==> src/design/tjs_pkg.sv <==
package tjs_pkg;

  localparam logic [29:0] MinResetNs = 30'd999999999;
  localparam int unsigned DivSteps   = 64;
  localparam int unsigned StepW      = $clog2(DivSteps);

  localparam logic CmdClear  = 1'b0;
  localparam logic CmdSample = 1'b1;

  typedef struct packed {
    logic        command;
    logic [29:0] lateness_ns;
  } in_t;

  typedef struct packed {
    logic [29:0] latest_ns;
    logic [29:0] min_ns;
    logic [29:0] max_ns;
    logic [29:0] spread_ns;
    logic [29:0] mean_ns;
    logic [31:0] count;
  } out_t;

  // controller -> datapath
  typedef struct packed {
    logic accept;
    logic div_step;
    logic out_load;
  } dp_cmd_t;

  // datapath -> controller
  typedef struct packed {
    logic count_nz;
  } dp_sts_t;

  typedef enum logic [2:0] {
    S_IDLE = 3'b001,
    S_DIV  = 3'b010,
    S_OUT  = 3'b100
  } state_e;

endpackage

==> src/design/tjs_dp.sv <==
module tjs_dp import tjs_pkg::*; (
  input  logic    clk_i,
  input  logic    rst_ni,
  input  in_t     in_data_i,
  input  dp_cmd_t cmd_i,
  output dp_sts_t sts_o,
  output out_t    out_data_o
);

  logic [63:0] sum_q, sum_d;
  logic [31:0] count_q, count_d;
  logic [29:0] min_q, min_d;
  logic [29:0] max_q, max_d;
  logic [29:0] latest_q;
  logic [63:0] quo_q, quo_d;
  logic [31:0] rem_q, rem_d;
  out_t        out_q;

  logic [64:0] sum_add;
  logic [32:0] rem_sh;
  logic [32:0] rem_diff;
  logic        rem_ge;
  logic [29:0] mean;
  logic [29:0] spread;

  assign sum_add = {1'b0, sum_q} + {35'd0, in_data_i.lateness_ns};

  always_comb begin
    if (in_data_i.command == CmdClear) begin
      sum_d   = '0;
      count_d = '0;
      min_d   = MinResetNs;
      max_d   = '0;
    end else begin
      sum_d   = sum_add[64] ? '1 : sum_add[63:0];
      count_d = (count_q == '1) ? count_q : count_q + 32'd1;
      min_d   = (in_data_i.lateness_ns < min_q) ? in_data_i.lateness_ns : min_q;
      max_d   = (in_data_i.lateness_ns > max_q) ? in_data_i.lateness_ns : max_q;
    end
  end

  // restoring division, one quotient bit per step
  assign rem_sh   = {rem_q, quo_q[63]};
  assign rem_diff = rem_sh - {1'b0, count_q};
  assign rem_ge   = rem_sh >= {1'b0, count_q};

  always_comb begin
    if (cmd_i.accept) begin
      quo_d = sum_d;
      rem_d = '0;
    end else if (rem_ge) begin
      quo_d = {quo_q[62:0], 1'b1};
      rem_d = rem_diff[31:0];
    end else begin
      quo_d = {quo_q[62:0], 1'b0};
      rem_d = rem_sh[31:0];
    end
  end

  always_ff @(posedge clk_i or negedge rst_ni) begin
    if (!rst_ni) begin
      sum_q   <= '0;
      count_q <= '0;
      min_q   <= MinResetNs;
      max_q   <= '0;
    end else if (cmd_i.accept) begin
      sum_q   <= sum_d;
      count_q <= count_d;
      min_q   <= min_d;
      max_q   <= max_d;
    end
  end

  always_ff @(posedge clk_i) begin
    if (cmd_i.accept) begin
      latest_q <= (in_data_i.command == CmdSample) ? in_data_i.lateness_ns : '0;
    end
    if (cmd_i.accept || cmd_i.div_step) begin
      quo_q <= quo_d;
      rem_q <= rem_d;
    end
    if (cmd_i.out_load) begin
      out_q <= '{latest_ns: latest_q, min_ns: min_q, max_ns: max_q,
                 spread_ns: spread, mean_ns: mean, count: count_q};
    end
  end

  // saturation can push the quotient past the maximum
  always_comb begin
    mean   = '0;
    spread = '0;
    if (count_q != '0) begin
      mean   = (quo_q > {34'd0, max_q}) ? max_q : quo_q[29:0];
      spread = (max_q >= min_q) ? max_q - min_q : '0;
    end
  end

  assign sts_o.count_nz = count_q != '0;
  assign out_data_o     = out_q;

  a_min_bound: assert property (@(posedge clk_i) disable iff (!rst_ni)
    min_q <= MinResetNs)
    else $error("minimum above reset value");

  a_empty_stats: assert property (@(posedge clk_i) disable iff (!rst_ni)
    (count_q == '0) |-> (sum_q == '0 && max_q == '0))
    else $error("nonzero sum or max with zero count");

endmodule

==> src/design/tjs_ctrl.sv <==
module tjs_ctrl import tjs_pkg::*; (
  input  logic    clk_i,
  input  logic    rst_ni,
  input  logic    in_valid_i,
  output logic    in_ready_o,
  output logic    out_valid_o,
  input  logic    out_ready_i,
  input  dp_sts_t sts_i,
  output dp_cmd_t cmd_o
);

  state_e           state_q, state_d;
  logic [StepW-1:0] step_q, step_d;
  logic             out_valid_q, out_valid_d;

  always_comb begin
    state_d    = state_q;
    step_d     = step_q;
    in_ready_o = 1'b0;
    cmd_o      = '0;
    case (state_q)
      S_IDLE: begin
        in_ready_o = 1'b1;
        if (in_valid_i) begin
          cmd_o.accept = 1'b1;
          state_d      = S_DIV;
        end
      end
      S_DIV: begin
        if (!sts_i.count_nz) begin
          state_d = S_OUT;
        end else begin
          cmd_o.div_step = 1'b1;
          step_d         = step_q + StepW'(1);
          if (step_q == StepW'(DivSteps - 1)) begin
            state_d = S_OUT;
          end
        end
      end
      S_OUT: begin
        step_d = '0;
        if (!out_valid_q || out_ready_i) begin
          cmd_o.out_load = 1'b1;
          state_d        = S_IDLE;
        end
      end
      default: begin
        state_d = S_IDLE;
        step_d  = '0;
      end
    endcase
  end

  assign out_valid_d = cmd_o.out_load ? 1'b1 : (out_valid_q && !out_ready_i);
  assign out_valid_o = out_valid_q;

  always_ff @(posedge clk_i or negedge rst_ni) begin
    if (!rst_ni) begin
      state_q     <= S_IDLE;
      step_q      <= '0;
      out_valid_q <= 1'b0;
    end else begin
      state_q     <= state_d;
      step_q      <= step_d;
      out_valid_q <= out_valid_d;
    end
  end

  a_accept_div: assert property (@(posedge clk_i) disable iff (!rst_ni)
    (in_valid_i && in_ready_o) |=> (state_q == S_DIV && step_q == '0))
    else $error("accepted transaction did not start division");

  a_idle_step: assert property (@(posedge clk_i) disable iff (!rst_ni)
    (state_q == S_IDLE) |-> (step_q == '0))
    else $error("step counter not cleared in idle");

  a_load_valid: assert property (@(posedge clk_i) disable iff (!rst_ni)
    cmd_o.out_load |=> (out_valid_q && state_q == S_IDLE))
    else $error("result load did not raise output valid");

endmodule

==> src/design/timer_jitter_statistics_unit.sv <==
// Channel | Signals                                   | Direction
// in      | in_valid_i, in_ready_o, in_data_i (in_t)  | command / lateness sample
// out     | out_valid_o, out_ready_i, out_data_o      | statistics snapshot (out_t)
//
// A sample first updates the accumulators, then runs through the bit-serial 64/32 mean
// divider, and is loaded into the output once the output register is free.
// A clear skips the divider. One transaction in flight at a time.
// The next input is taken while a result waits in the output register.
// Reset (async, active low) clears the statistics; no clearing pass.
module timer_jitter_statistics_unit import tjs_pkg::*; (
  input  logic clk_i,
  input  logic rst_ni,
  input  logic in_valid_i,
  output logic in_ready_o,
  input  in_t  in_data_i,
  output logic out_valid_o,
  input  logic out_ready_i,
  output out_t out_data_o
);

  dp_cmd_t cmd;
  dp_sts_t sts;

  tjs_ctrl u_ctrl (
    .clk_i       (clk_i),
    .rst_ni      (rst_ni),
    .in_valid_i  (in_valid_i),
    .in_ready_o  (in_ready_o),
    .out_valid_o (out_valid_o),
    .out_ready_i (out_ready_i),
    .sts_i       (sts),
    .cmd_o       (cmd)
  );

  tjs_dp u_dp (
    .clk_i      (clk_i),
    .rst_ni     (rst_ni),
    .in_data_i  (in_data_i),
    .cmd_i      (cmd),
    .sts_o      (sts),
    .out_data_o (out_data_o)
  );

endmodule
==> config.mk <==
export PLATFORM = sky130hd
export DESIGN_NAME = timer_jitter_statistics_unit
export DESIGN_NICKNAME = d
export VERILOG_FILES = /design/src/design/tjs_pkg.sv /design/src/design/tjs_dp.sv /design/src/design/tjs_ctrl.sv /design/src/design/timer_jitter_statistics_unit.sv
export SDC_FILE = /design/constraint.sdc
export NUM_CORES = 1
export LEC_CHECK = 0
export ABC_AREA = 1
export CORE_AREA = 3 3 225 227
export CTS_BUF_LIST = sky130_fd_sc_hd__clkbuf_4
export DETAILED_ROUTE_END_ITERATION = 6
export DIE_AREA = 0 0 228 230
export DONT_BUFFER_PORTS = 1
export PLACE_DENSITY = 0.77
export SLEW_MARGIN = 20
export SYNTH_ARGS = -nofsm -noshare
export SYNTH_HDL_FRONTEND = slang
export SYNTH_HIERARCHICAL = 1
export SYNTH_SLANG_ARGS = --single-unit
==> constraint.sdc <==
create_clock -name clk_i -period 17.23 [get_ports clk_i]
set_input_delay 2.5845 -clock clk_i [delete_from_list [all_inputs] [get_ports clk_i]]
set_output_delay 2.5845 -clock clk_i [all_outputs]
set_load 0.005 [all_outputs]
# Word level (Yosys, flattened, before mapping)
# Cells that the tools add are included.
[op_classes] n_addsub=5 multipliers=0 div=0 n_lt_le_gt_ge=5 eq_ne=12 shift=0 mux=27 n_bitwise=1 reduce_logical=12
[ops] cell="$mux 64" count=3
[ops] cell="$mux 30" count=5
[ops] cell="$mux 32" count=3
[ops] cell="$add 64x30->65" count=1
[ops] cell="$gt 64x30->1" count=1
[ops] cell="$ge 33x32->1" count=1
[ops] cell="$add 32x1->32 const B" count=1
[ops] cell="$eq 32x32->1 const B" count=1
[ops] cell="$reduce_bool 32->1" count=1
[ops] cell="$sub 32x32->32" count=1
[ops] cell="$ge 30x30->1" count=1
[ops] cell="$gt 30x30->1" count=1
[ops] cell="$lt 30x30->1" count=1
[ops] cell="$sub 30x30->30" count=1
[ops] cell="$mux 3" count=4
[ops] cell="$pmux 6 s2" count=1
[ops] cell="$reduce_and 2->1" count=5
[ops] cell="$mux 1" count=9
[ops] cell="$pmux 3 s3" count=1
[ops] cell="$ne 2x1->1 const B" count=4
[ops] cell="$add 6x1->6 const B" count=1
[ops] cell="$eq 6x6->1 const B" count=1
[ops] cell="$mux 6" count=1
[ops] cell="$ne 2x2->1 const B" count=2
[ops] cell="9 further kinds" count=11
[word_totals] register_bits=474 latch_bits=0 ram_bits=0 rom_bits=0 inputBits=35 output_inout_bits=184 elab_cells=78 memories=0

# Depth between registers and ports, before layout
[depth] word_depth=5 depth_mapped=17 depth_no_buf=16

# Modules after synthesis
# The synthesis kept the hierarchy.
[by_module_without_submodules] module="tjs_dp" instances=1 cells_per_inst=3626 area_each_um2=28650.0
[by_module_without_submodules] module="tjs_ctrl" instances=1 cells_per_inst=79 area_each_um2=575.6

# Least setup slack after synthesis
# No wires, ideal clock.
[synth_timing] path_type="input port to flip-flop" from="input out_ready_i" to="register u_dp.out_q (netlist bit u_dp/out_data_o[0]), enable pin" t_arrival_ns=10.140 t_required_ns=16.503 setup_slack_ns=6.363 path_stages=2 cell_sequence="nor2_1 > nor2_1"
[synth_rtl] element="from (decl)" line_no="timer_jitter_statistics_unit.sv:17" text="input logic out_ready_i,"
[synth_rtl] element="to (signal assigned)" line_no="tjs_dp.sv:83" text="out_q <= '{latest_ns: latest_q, min_ns: min_q, max_ns: max_q,"
[synth_rtl] element="to (decl)" line_no="tjs_dp.sv:17" text="out_t out_q;"

# Worst setup path after layout
[layout_timing] from="register u_ctrl.state_q[0]" to="output in_ready_o"
[layout_via] elab_chain_len=2
[layout_rtl] element="from (decl)" line_no="tjs_ctrl.sv:12" text="state_e state_q, state_d;"
[layout_rtl] element="from (signal assigned)" line_no="tjs_ctrl.sv:63" text="state_q <= state_d;"
[layout_rtl] element="$eq 3x1->1" line_no="tjs_ctrl.sv:21" text="case (state_q)"
[layout_rtl] element="$mux 1" line_no="tjs_ctrl.sv:21"
[layout_rtl] element="to (decl)" line_no="timer_jitter_statistics_unit.sv:14" text="output logic in_ready_o,"
# No other way between the ends.

==> results.py <==
metrics = {
    "route": {
        "wire_per_inst_microns": 19.5,
        "vias": 25800,
        "vias_per_cell": 5.69,
        "dr.first_iter.drc_count": 2723,
        "ant_nets": 0,
        "drt_first_pass_iters": 6,
        "wl_microns": 88400,
        "drc": 0,
    },
    "die": {
        "start_util": 0.598,
        "core_sq_mm": 0.0488,
        "die-area_sq_mm": 0.0524,
        "rows": 81,
        "dieWidth_microns": 228,
        "io_pins": 219,
        "die-height_microns": 230,
    },
    "critical_path": {
        "worst_setup_path_end_kind": "primary output",
        "critical_path_required_ns": 14.65,
        "r2r_setup_slack_ns": 13.43,
        "path_buf_inv": 1,
        "crit_family": "flip-flops",
        "cp.depth": 2,
        "crit_chain": "nand3_2, inv_1",
        "cpPeakStageDelay_ns": 0.57,
        "arrival_ns": 1.84,
        "cp_max_fo": 7,
        "path_class": "register to primary output",
        "start_kind": "register",
        "worst_r2r_path_depth": 10,
        "cp_slowest_cell": "dfstp_2",
    },
    "synthesis": {
        "avgSynthCellArea_sq_um": 7.89,
        "synth.distinct_cells": 51,
        "ys_ff_latch": 474,
        "yosysMostFrequentCell": "nand2_1",
        "synth_area_leaders": "edfxtp_1, nand2_1, dfrtp_1",
        "syn_area_sq_mm": 0.0292,
        "synthCells": 3705,
        "yosysTopAreaCell": "edfxtp_1",
        "yosys-top-cells-count": "nand2_1, inv_1, nor2_1, edfxtp_1, nand3_1",
        "synth-main-ff-cell": "edfxtp_1",
        "synth_top_area_frac": 0.316,
        "yosysSeqAreaShare": 0.460,
        "synth_nets": 3927,
        "ys_async_sr_fraction": 0.350,
        "synth_edf_count": 308,
        "yosysWarnings": 6,
    },
    "clock_network": {
        "clockBufferDepth": 3,
        "clk_latency_ns": 0.95,
        "cts_root_buffer": "clkbuf_4",
        "cts_buffers": 133,
        "cts.sink_count": 474,
        "cts_tree": "yes",
        "htree_levels": 4,
        "cts_resized": 0,
        "postCtsSetupBuffers": 0,
        "cts.clk_slew.worst_paths_ns": 0.06,
        "cts_hold_buf": 0,
    },
    "sta": {
        "fin_skew_ns": 0.0530,
        "worst_slew_pin_slew_ns": 0.975,
        "hold_viol": 0,
        "fin_crit_sh": 0.257,
        "min_period_ns": 4.42,
        "rsz0062_at_grt": "no",
        "fmax_mhz": 226,
        "drv_slew": 0,
        "setup_violations": 0,
        "fin_setup_tns_ns": 0,
        "relSlewSlack": 0.350,
    },
    "status": {
        "status": "completed",
    },
    "power_and_ir_drop": {
        "power.density_mw_per_mm2": 115,
        "swShare": 0.349,
        "pwr-share-clk": 0.295,
        "report.power.total_mw": 3.63,
        "pwr-share-seq": 0.429,
        "leakagePower_nw": 15.2,
        "power.share.combinational": 0.276,
        "internal_power_mw": 2.36,
        "ir_worst_vdd_uv": 118,
        "switchingPower_mw": 1.27,
    },
    "grt": {
        "grt_pass1_vias": 24200,
        "grt_max_degree": 167,
        "antenna_found_initial": 1,
        "grt_pass1_wl_microns": 137000,
        "grt_usage": 0.335,
        "grt_overflow": 0,
    },
    "finish": {
        "fill_cells": 4451,
        "drive_gt1_frac": 0.0882,
        "area_growth_pct": 8.15,
        "final_cell_area_sq_mm": 0.0316,
        "multi_input_area_sq_mm": 0.0138,
        "seqCellArea_sq_mm": 0.0134,
        "fin_nets": 3992,
    },
    "place": {
        "placedInstanceArea_sq_mm": 0.0298,
        "gp_congestion": 0.997,
        "dp_hpwl_microns": 66900,
        "port_buffers": 0,
    },
    "hold_path": {
        "hold_path.class": "register to register",
        "hold_depth": 0,
    },
    "run": {
        "maxCapViolations": 0,
    },
}
## power groups by stage
stage          sequential [mW]  combinational, mW  clock, mW
5_1_grt                   1.57               1.14       1.17
3_3_place_gp              1.58              0.966          0
6_report                  1.56               1.00       1.07
4_1_cts                   1.55              0.987       1.10
2_1_floorplan             1.53              0.765          0
3_5_place_dp              1.57              0.983          0
## placed cells by master (no fill, tap or decap), types with 34 or more instances in the layout
master / count
clkbuf_4: 193
xor2_1: 47
a21oi_1: 178
clkinv_1: 34
o21ai_0: 101
inv_1: 425
nand4_1: 62
ha_1: 184
nand3_1: 265
nor3_1: 47
nand2_1: 1246
nor2_1: 343
dfrtp_1: 144
edfxtp_1: 308
## worst reg2reg max path: cells and delay by family, from the launching register on
kind	cells	cell delay [ns]
buffers and inverters	4	1.51
DFF	1	0.58
and+or+nand+nor	5	1.06
adders and majority gates	1	0.27
## stage by stage
step                hold WS [ns]   util  cells  setup slack (ns)
floorplan                  0.400      -   3705              6.36
detailed placement         0.405  0.610   4299             11.77
global placement           0.401  0.610   4299             11.85
CTS                        0.413  0.647   4543             12.69
global route               0.423  0.647   4544             12.65
finish                     0.413  0.647   4544             12.81
## area by class of cell
type,count,share of cell area
antenna,1,0.0000792
clock buffer,193,0.0458
clock inverter,51,0.0108
inverter,442,0.0526
multi-input combinational,2703,0.436
sequential,474,0.425
tap,664,0.0263
timing repair buffer,16,0.00380
## registers in the layout, summed over array words and instances, names as in the netlist
signal / flops
u_dp/out_data_o: 182
u_ctrl/step_q: 6
u_ctrl/out_valid_o: 1
u_dp/rem_q: 32
u_dp/max_q: 30
u_dp/quo_q: 64
u_dp/latest_q: 30
u_dp/min_q: 30
u_ctrl/state_q: 3
u_dp/count_q: 32
u_dp/sum_q: 64
## final timing paths
check	startpoint	end
worst max-delay path	u_ctrl/state_q[0]	in_ready_o
worst min-delay path	u_dp/latest_q[25]	u_dp/out_data_o[177]
worst max register to register	u_dp/count_q[1]	u_dp/rem_q[28]
worst min register to register	u_dp/latest_q[25]	u_dp/out_data_o[177]
max in group asynchronous	rst_ni	u_dp/sum_q[36]
min in group asynchronous	rst_ni	u_ctrl/step_q[5]
## cells by family after synthesis
family                     share of synthesized area
AOI/OAI and AO/OA                             0.0674
xor gates and xnor gates                      0.0240
adders and majority gates                     0.0808
buffers and inverters                         0.0706
DFF                                            0.460
and+or+nand+nor                                0.298
## layer usage
layer / vias to the layer above / GRT usage / part of all wire
met5: - / 0.0101 / 0.00083
met4: 2 / 0.137 / 0.037
met3: 182 / 0.0699 / 0.088
met2: 1210 / 0.516 / 0.45
met1: 12100 / 0.464 / 0.43
li1: 12400 / - / -
Power figures use the tool's default switching activity.
